## src/hw/rtl/fdb_pkg.sv

```systemverilog
// Shared constants and register codes for the frame difference bounds block.
// No dependencies; imported by frame_difference_bounds_core.
`default_nettype none

package fdb_pkg;

    // Coordinates and result fields are fixed at 16 bits.
    localparam int COORD_W            = 16;
    localparam int PIXEL_BITS_DEFAULT = 16;

    localparam int CFG_INDEX_W = 3;
    localparam int CFG_DATA_W  = 16;

    // Configuration register indexes.
    typedef enum logic [CFG_INDEX_W-1:0] {
        REG_SCREEN_WIDTH  = 3'd0,
        REG_SCREEN_HEIGHT = 3'd1,
        REG_WINDOW_LEFT   = 3'd2,
        REG_WINDOW_TOP    = 3'd3,
        REG_WINDOW_WIDTH  = 3'd4,
        REG_WINDOW_HEIGHT = 3'd5,
        REG_USE_WINDOW    = 3'd6
    } cfg_reg_t;

    // Reset values of the configuration registers.
    localparam logic [COORD_W-1:0] SCREEN_WIDTH_RST  = 16'hFFFF;
    localparam logic [COORD_W-1:0] SCREEN_HEIGHT_RST = 16'hFFFF;
    localparam logic [COORD_W-1:0] WINDOW_LEFT_RST   = 16'd0;
    localparam logic [COORD_W-1:0] WINDOW_TOP_RST    = 16'd0;
    localparam logic [COORD_W-1:0] WINDOW_WIDTH_RST  = 16'd1;
    localparam logic [COORD_W-1:0] WINDOW_HEIGHT_RST = 16'd1;

    // Reset values of the per-frame tracking state.
    localparam logic [COORD_W-1:0] COORD_NONE = 16'hFFFF;
    localparam logic [COORD_W-1:0] COORD_ZERO = 16'd0;
    localparam logic [COORD_W-1:0] COORD_ONE  = 16'd1;

    // Result flag positions in m_tuser.
    localparam int FLAG_CHANGED      = 0;
    localparam int FLAG_COLUMN_FAULT = 1;
    localparam int FLAG_W            = 2;

endpackage

`default_nettype wire

```

## src/hw/rtl/frame_difference_bounds_core.sv

```systemverilog
// Frame difference bounds core: top level, one module.
// Depends on fdb_pkg for register codes, widths and reset values.
//
// Usage
// -----
// Pixel pairs arrive on the s_ stream in raster order, one pair per transfer:
// column, row, old and new pixel in s_tdata and the frame's final pair marked
// by s_tlast. The block keeps the smallest rectangle that holds the pixels
// whose old and new values differ, within the searched rows and columns set
// by the configuration registers (window mode or whole screen). Each frame
// yields exactly one result transfer on the m_ stream, issued for the pair
// carrying s_tlast: left, top, width and height in m_tdata, and the changed
// and column fault flags in m_tuser. All other pairs yield nothing.
//
// Throughput is one pair per clock, but for the hold described below: the
// input register feeds a single stage of compares and min/max updates that
// writes the tracking state and the result register. The result of a frame
// is loaded into the result register as its last pair leaves the input
// register, and is offered from there. While a result waits on a stalled
// receiver, pairs that are not last keep flowing; only a further last pair
// is held in the input register until the waiting result has been taken.
//
// Reset clears the tracking state and the handshakes and loads the register
// reset values. The configuration channel is always ready; registers are to
// be written only while no frame is in flight.
`default_nettype none

module frame_difference_bounds_core #(
    parameter int PIXEL_BITS = fdb_pkg::PIXEL_BITS_DEFAULT
) (
    input  wire logic                                       clk,
    input  wire logic                                       rst_n,

    // Input stream. s_tdata, from bit 0: column (16), row (16),
    // old_pixel (PIXEL_BITS), cur_pixel (PIXEL_BITS), zero padding.
    input  wire logic                                       s_tvalid,
    output logic                                            s_tready,
    input  wire logic [((2*fdb_pkg::COORD_W+2*PIXEL_BITS+7)/8)*8-1:0] s_tdata,
    input  wire logic                                       s_tlast,

    // Result stream. m_tdata, from bit 0: box_left (16), box_top (16),
    // box_width (16), box_height (16). m_tuser, from bit 0: changed,
    // column_fault.
    output logic                                            m_tvalid,
    input  wire logic                                       m_tready,
    output logic [4*fdb_pkg::COORD_W-1:0]                   m_tdata,
    output logic [fdb_pkg::FLAG_W-1:0]                      m_tuser,

    // Configuration write channel.
    input  wire logic                                       cfg_valid,
    output logic                                            cfg_ready,
    input  wire logic [fdb_pkg::CFG_INDEX_W-1:0]            cfg_index,
    input  wire logic [fdb_pkg::CFG_DATA_W-1:0]             cfg_data
);

    import fdb_pkg::*;

    localparam int OLD_LO = 2*COORD_W;
    localparam int NEW_LO = 2*COORD_W + PIXEL_BITS;

    // ------------------------------------------------------------------
    // Configuration registers. The channel never stalls.
    // ------------------------------------------------------------------
    logic [COORD_W-1:0] screen_width_reg, screen_height_reg;
    logic [COORD_W-1:0] window_left_reg, window_top_reg;
    logic [COORD_W-1:0] window_width_reg, window_height_reg;
    logic               use_window_reg;

    assign cfg_ready = 1'b1;

    always_ff @(posedge clk or negedge rst_n)
    begin
        if (!rst_n)
        begin
            screen_width_reg  <= SCREEN_WIDTH_RST;
            screen_height_reg <= SCREEN_HEIGHT_RST;
            window_left_reg   <= WINDOW_LEFT_RST;
            window_top_reg    <= WINDOW_TOP_RST;
            window_width_reg  <= WINDOW_WIDTH_RST;
            window_height_reg <= WINDOW_HEIGHT_RST;
            use_window_reg    <= 1'b0;
        end
        else if (cfg_valid && cfg_ready)
        begin
            unique case (cfg_index)
                REG_SCREEN_WIDTH:  screen_width_reg  <= cfg_data;
                REG_SCREEN_HEIGHT: screen_height_reg <= cfg_data;
                REG_WINDOW_LEFT:   window_left_reg   <= cfg_data;
                REG_WINDOW_TOP:    window_top_reg    <= cfg_data;
                REG_WINDOW_WIDTH:  window_width_reg  <= cfg_data;
                REG_WINDOW_HEIGHT: window_height_reg <= cfg_data;
                REG_USE_WINDOW:    use_window_reg    <= cfg_data[0];
                default:           ; // Writes to unused indexes are dropped.
            endcase
        end
    end

    // Search limits. In window mode the far edges wrap modulo 2^16.
    logic [COORD_W-1:0] s_left, s_right, s_top, s_bottom;

    always_comb
    begin
        if (use_window_reg)
        begin
            s_left   = window_left_reg;
            s_right  = window_left_reg + window_width_reg - COORD_ONE;
            s_top    = window_top_reg;
            s_bottom = window_top_reg + window_height_reg - COORD_ONE;
        end
        else
        begin
            s_left   = COORD_ZERO;
            s_right  = screen_width_reg - COORD_ONE;
            s_top    = COORD_ZERO;
            s_bottom = screen_height_reg - COORD_ONE;
        end
    end

    // ------------------------------------------------------------------
    // Input register.
    // ------------------------------------------------------------------
    logic                  in_valid_reg;
    logic [COORD_W-1:0]    in_column_reg, in_row_reg;
    logic [PIXEL_BITS-1:0] in_old_reg, in_new_reg;
    logic                  in_last_reg;
    logic                  advance;

    // A pair leaves the input register unless it is the last of a frame and
    // the previous result still sits in the result register.
    assign advance  = in_valid_reg && (!in_last_reg || !m_tvalid || m_tready);
    assign s_tready = !in_valid_reg || advance;

    always_ff @(posedge clk or negedge rst_n)
    begin
        if (!rst_n)
        begin
            in_valid_reg <= 1'b0;
        end
        else if (s_tready)
        begin
            in_valid_reg <= s_tvalid;
        end
    end

    always_ff @(posedge clk)
    begin
        if (s_tvalid && s_tready)
        begin
            in_column_reg <= s_tdata[COORD_W-1:0];
            in_row_reg    <= s_tdata[2*COORD_W-1:COORD_W];
            in_old_reg    <= s_tdata[OLD_LO+PIXEL_BITS-1:OLD_LO];
            in_new_reg    <= s_tdata[NEW_LO+PIXEL_BITS-1:NEW_LO];
            in_last_reg   <= s_tlast;
        end
    end

    // ------------------------------------------------------------------
    // Tracking state and its update for the pair in the input register.
    // ------------------------------------------------------------------
    logic [COORD_W-1:0] first_row_reg, final_row_reg;
    logic [COORD_W-1:0] least_column_reg, greatest_column_reg;
    logic               row_found_reg, left_found_reg, right_found_reg;

    logic [COORD_W-1:0] first_row_next, final_row_next;
    logic [COORD_W-1:0] least_column_next, greatest_column_next;
    logic               row_found_next, left_found_next, right_found_next;

    logic hit, left_hit, right_hit;

    // A pair counts when it is on screen, differs and lies in a searched row.
    assign hit = (in_column_reg < screen_width_reg) && (in_row_reg < screen_height_reg)
               && (in_old_reg != in_new_reg)
               && (in_row_reg >= s_top) && (in_row_reg <= s_bottom);
    assign left_hit  = hit && (in_column_reg >= s_left);
    assign right_hit = hit && (in_column_reg <= s_right);

    always_comb
    begin
        first_row_next = (hit && (!row_found_reg || in_row_reg < first_row_reg))
                       ? in_row_reg : first_row_reg;
        final_row_next = (hit && (!row_found_reg || in_row_reg > final_row_reg))
                       ? in_row_reg : final_row_reg;
        row_found_next = row_found_reg || hit;

        least_column_next = (left_hit && (!left_found_reg || in_column_reg < least_column_reg))
                          ? in_column_reg : least_column_reg;
        left_found_next   = left_found_reg || left_hit;

        greatest_column_next =
            (right_hit && (!right_found_reg || in_column_reg > greatest_column_reg))
            ? in_column_reg : greatest_column_reg;
        right_found_next = right_found_reg || right_hit;
    end

    always_ff @(posedge clk or negedge rst_n)
    begin
        if (!rst_n)
        begin
            first_row_reg       <= COORD_NONE;
            final_row_reg       <= COORD_ZERO;
            row_found_reg       <= 1'b0;
            least_column_reg    <= COORD_NONE;
            greatest_column_reg <= COORD_ZERO;
            left_found_reg      <= 1'b0;
            right_found_reg     <= 1'b0;
        end
        else if (advance)
        begin
            if (in_last_reg)
            begin
                // The frame is closed: start afresh for the next one.
                first_row_reg       <= COORD_NONE;
                final_row_reg       <= COORD_ZERO;
                row_found_reg       <= 1'b0;
                least_column_reg    <= COORD_NONE;
                greatest_column_reg <= COORD_ZERO;
                left_found_reg      <= 1'b0;
                right_found_reg     <= 1'b0;
            end
            else
            begin
                first_row_reg       <= first_row_next;
                final_row_reg       <= final_row_next;
                row_found_reg       <= row_found_next;
                least_column_reg    <= least_column_next;
                greatest_column_reg <= greatest_column_next;
                left_found_reg      <= left_found_next;
                right_found_reg     <= right_found_next;
            end
        end
    end

    // ------------------------------------------------------------------
    // Result formation, taken from the state including the last pair.
    // ------------------------------------------------------------------
    logic [COORD_W-1:0] res_left, res_top, res_width, res_height;
    logic [COORD_W-1:0] edge_left, edge_right;
    logic               res_changed, res_fault;

    always_comb
    begin
        // A missing left edge reads as the larger of search left and screen
        // width; a missing right edge reads as zero.
        if (left_found_next)
            edge_left = least_column_next;
        else
            edge_left = (s_left > screen_width_reg) ? s_left : screen_width_reg;
        edge_right = right_found_next ? greatest_column_next : COORD_ZERO;

        if (row_found_next)
        begin
            res_left    = edge_left;
            res_top     = first_row_next;
            res_width   = edge_right + COORD_ONE - edge_left;
            res_height  = final_row_next + COORD_ONE - first_row_next;
            res_changed = 1'b1;
            res_fault   = !(left_found_next && right_found_next);
        end
        else
        begin
            // No change: a unit box at the window corner, in either mode.
            res_left    = window_left_reg;
            res_top     = window_top_reg;
            res_width   = COORD_ONE;
            res_height  = COORD_ONE;
            res_changed = 1'b0;
            res_fault   = 1'b0;
        end
    end

    // ------------------------------------------------------------------
    // Result register.
    // ------------------------------------------------------------------
    logic                     out_valid_reg;
    logic [4*COORD_W-1:0]     out_data_reg;
    logic [FLAG_W-1:0]        out_flags_reg;
    logic                     load_result;

    assign load_result = advance && in_last_reg;

    always_ff @(posedge clk or negedge rst_n)
    begin
        if (!rst_n)
        begin
            out_valid_reg <= 1'b0;
        end
        else if (load_result)
        begin
            out_valid_reg <= 1'b1;
        end
        else if (m_tready)
        begin
            out_valid_reg <= 1'b0;
        end
    end

    always_ff @(posedge clk)
    begin
        if (load_result)
        begin
            out_data_reg                     <= {res_height, res_width, res_top, res_left};
            out_flags_reg[FLAG_CHANGED]      <= res_changed;
            out_flags_reg[FLAG_COLUMN_FAULT] <= res_fault;
        end
    end

    assign m_tvalid = out_valid_reg;
    assign m_tdata  = out_data_reg;
    assign m_tuser  = out_flags_reg;

    // ------------------------------------------------------------------
    // Assertions.
    // ------------------------------------------------------------------

    // A result without change is always the unit box without a fault.
    assert property (@(posedge clk) disable iff (!rst_n)
        (m_tvalid && !m_tuser[FLAG_CHANGED]) |->
            (m_tdata[3*COORD_W-1:2*COORD_W] == COORD_ONE)
            && (m_tdata[4*COORD_W-1:3*COORD_W] == COORD_ONE)
            && !m_tuser[FLAG_COLUMN_FAULT])
    else $error("no-change result is not a clean unit box");

    // Closing a frame leaves the tracking state empty.
    assert property (@(posedge clk) disable iff (!rst_n)
        load_result |=> !row_found_reg && !left_found_reg && !right_found_reg)
    else $error("tracking state not cleared after the last pair");

    // A column edge is only ever found together with a row.
    assert property (@(posedge clk) disable iff (!rst_n)
        (left_found_reg || right_found_reg) |-> row_found_reg)
    else $error("column edge tracked without a changed row");

    // A pair held in the input register is not dropped.
    assert property (@(posedge clk) disable iff (!rst_n)
        (in_valid_reg && !advance) |=> in_valid_reg && $stable(in_last_reg))
    else $error("stalled pair lost from the input register");

endmodule

`default_nettype wire
```

## config.mk

```make
export PLATFORM = sky130hd
export DESIGN_NAME = frame_difference_bounds_core
export DESIGN_NICKNAME = d
export VERILOG_FILES = /design/src/hw/rtl/fdb_pkg.sv /design/src/hw/rtl/frame_difference_bounds_core.sv
export SDC_FILE = /design/constraint.sdc
export NUM_CORES = 1
export LEC_CHECK = 0
export ABC_AREA = 1
export BUFFER_PORTS_ARGS = -buffer_cell sky130_fd_sc_hd__buf_4
export CORE_MARGIN = 2
export CORE_UTILIZATION = 62
export CTS_BUF_LIST = sky130_fd_sc_hd__clkbuf_8 sky130_fd_sc_hd__clkbuf_16
export CTS_CLUSTER_DIAMETER = 30
export CTS_CLUSTER_SIZE = 30
export DETAILED_ROUTE_END_ITERATION = 8
export GPL_TIMING_DRIVEN = 0
export PLACE_DENSITY = 0.82
export SETUP_SLACK_MARGIN = 0.15
export SLEW_MARGIN = 20
export SYNTH_ARGS = -nofsm -noshare
export SYNTH_HDL_FRONTEND = slang
export SYNTH_SLANG_ARGS = --single-unit
```

## constraint.sdc

```tcl
create_clock -name clk -period 8.3 [get_ports clk]
set_input_delay 0 -clock clk [delete_from_list [all_inputs] [get_ports clk]]
set_output_delay 0 -clock clk [all_outputs]
set_load 0.1 [all_outputs]
```

==> results.yml <==
synthesis:
  yosysWarnings: 0
  synthAdderAreaFrac: 0.178
  yosys.area.top_type: "edfxtp_1"
  synth-simple-area-share: 0.167
  synth_top_family_by_area: "adder cells"
  ys_types: 54
  ys_seq_area_frac: 0.392
  netlist.area_leader.share: 0.189
  postSynthAreaPerCell_um2: 8.18
  synth-xor-area-share: 0.0168
  ys_ff_latch: 297
  synth_cells: 2546
  synth_edf_count: 131
  synthArstFlopShare: 0.559
  ys_top_cells_by_area: "edfxtp_1, ha_1, dfrtp_1"
  synth_mux_area_frac: 0.000481
  synth_compound_area_frac: 0.153
  synth_ff_type: "edfxtp_1"
  synth_fp_nets: 2929
  synth_area_um2: 20800
global_route:
  grt_pass1_wl_mm: 100
  gr-total-overflow: 0
  grt_pass1_vias: 19700
  antenna_found_initial: 0
  grt_max_degree: 89
  grtUsageTotal: 0.364
drt:
  viasPerCell: 5.83
  wire_per_inst_um: 19.0
  vias: 19600
  firstDrtPassIters: 6
  drt_iter0_markers: 1710
  route.detailed.drc: 0
  ant_nets: 0
  routed_wl_mm: 64.0
worst_setup_path:
  reg2reg_depth: 36
  timing.rr.start: "use_window_reg$_DFFE_PN0P_"
  path_common_cell: "nand2_1"
  critPathMaxStageDelay_ns: 0.65
  endpoint_kind: "register"
  crit_slowest_cell: "clkbuf_1"
  worstSetupStartpointType: "register"
  crit_family: "buffers and inverters"
  cp_max_fo: 10
  worstPathArrival_ns: 7.89
  worst-path-stages: 36
  critical_path_class: "register to register"
  worst_ep_required_time_ns: 8.62
  timing.rr.end: "m_tdata[45]$_SDFFCE_PP0P_"
  reg2reg_slack_ns: 0.72
  cp_num_buf_inv: 8
status:
  violations: "hold timing"
  status: "complete, but fails checks"
sta:
  hold_violations: 12
  min_period_ns: 7.58
  tns_ns: 0
  slew_headroom: 0.393
  min_period_over_period: 0.913
  grt_setup_unrepaired: "false"
  worst_slew_pin_slew_ns: 0.911
  fmax_mhz: 132
  fin_skew_ns: 0.0342
  whs_ns: -0.0147
  setup_viol: 0
  slew_violations: 0
finish:
  nets: 3248
  layout_commonest_cell: "nand2_1"
  finalInstanceArea_um2: 25900
  area_growth_pct: 24.4
  largest_register_ffs: 64
  num_antenna_cells: 0
  drive_gt1_frac: 0.140
  final_cell_mix: "nand2_1, inv_1, ha_1"
floorplanning:
  rows: 67
  die-area_um2: 35100
  io-pin-count: 158
  die_y_um: 187
  core_um2: 33300
  initial_core_util: 0.626
  die_w_um: 187
clocking:
  cts_max_level: 3
  cts_buffers: 66
  cts.sink_count: 297
  cts_tree: "built"
  insertion_delay_ns: 0.59
  path_clk_slew_ns: 0.05
  cts-root-buf: "clkbuf_16"
  post-cts-setup-buffers: 0
  cts_buffer_depth: 3
place:
  globalplace.congestion: 0.974
  port_buffers: 156
  hpwl_mm: 44.7
  place_area_um2: 22600
power_and_ir_drop:
  pwr_density_cell_nw_per_um2: 314
  p_int_mw: 4.77
  combPwrFrac: 0.416
  peakVddDrop_mv: 0.223
  clkPwrFrac: 0.337
  power_leakage_nw: 12.7
  netSwitchingFraction: 0.413
  seqPwrFrac: 0.248
  switchingPower_mw: 3.35
min_path:
  hp-class: "input pin to asynchronous set/reset pin"
run:
  cap_violations: 0
[Yosys cell counts (all sizes together) (25+ instances only)]
cell type	number
nand2	545
ha	290
dfrtp	100
dfstp	66
edfxtp	131
inv	422
clkbuf	52
nor2	149
nand3	88
o21ai	303
o22ai	33
xor2	25
a21oi	172
nor3	27
[stage by stage]
| stage | util | worst slack [ns] | instances | power, mW |
|---|---|---|---|---|
| 2_1_floorplan | - | 2.11 | 2546 | 4.34 |
| 3_3_place_gp | 0.678 | 0.751 | 3150 | 5.11 |
| 3_5_place_dp | 0.681 | 0.707 | 3153 | 5.22 |
| 4_1_cts | 0.778 | 0.689 | 3367 | 8.02 |
| 5_1_grt | 0.778 | 0.188 | 3367 | 8.59 |
| 6_report | 0.778 | 0.724 | 3367 | 8.12 |
[power by group through the flow]
stage	clock network (mW)	registers [mW]	logic, mW
3_5_place_dp	0	2.02	3.21
6_report	2.74	2.01	3.38
4_1_cts	2.73	2.00	3.30
2_1_floorplan	0	2.25	2.09
5_1_grt	2.82	2.03	3.75
3_3_place_gp	0	2.01	3.10
[cell type report]
type / count / area (um2)
Timing Repair Buffer: 251 / 2180
Sequential cell: 297 / 8170
Multi-Input combinational cell: 1753 / 10700
Inverter: 423 / 1590
Buffer: 73 / 318
Fill cell: 2164 / 7390
Clock buffer: 69 / 1720
Tap cell: 448 / 561
Clock inverter: 53 / 609
[cell families after synthesis]
logic type	after synthesis
DFF	297
adders and majority gates	294
AOI/OAI and AO/OA	573
xor gates and xnor gates	40
other	1
muxes	1
and+or+nand+nor	844
buffers and inverters	496
[layer usage]
layer  part of all wire  track usage
met5                  0            0
met4              0.050        0.193
met3              0.087       0.0565
met2               0.47        0.614
met1               0.39        0.451
[what timing repair did]
item                                    in CTS  in global routing
hold buffers                                92                  0
gates resized for setup                      0                  1
endpoints found under the setup margin       0                  1
endpoints found under the hold margin      289                  0
[worst max-delay path by stage]
stage                                           from                        end  slack, ns
floorplan           window_height_reg[0]$_DFFE_PN1P_  m_tdata[45]$_SDFFCE_PP0P_       2.11
global placement          use_window_reg$_DFFE_PN0P_  m_tdata[45]$_SDFFCE_PP0P_       0.75
detailed placement        use_window_reg$_DFFE_PN0P_  m_tdata[45]$_SDFFCE_PP0P_       0.71
CTS                       use_window_reg$_DFFE_PN0P_  m_tdata[45]$_SDFFCE_PP0P_       0.69
global route           window_top_reg[1]$_DFFE_PN0P_  m_tdata[45]$_SDFFCE_PP0P_       0.19
finish                    use_window_reg$_DFFE_PN0P_  m_tdata[45]$_SDFFCE_PP0P_       0.72
Note: power is estimated with default switching activity, not from simulation.
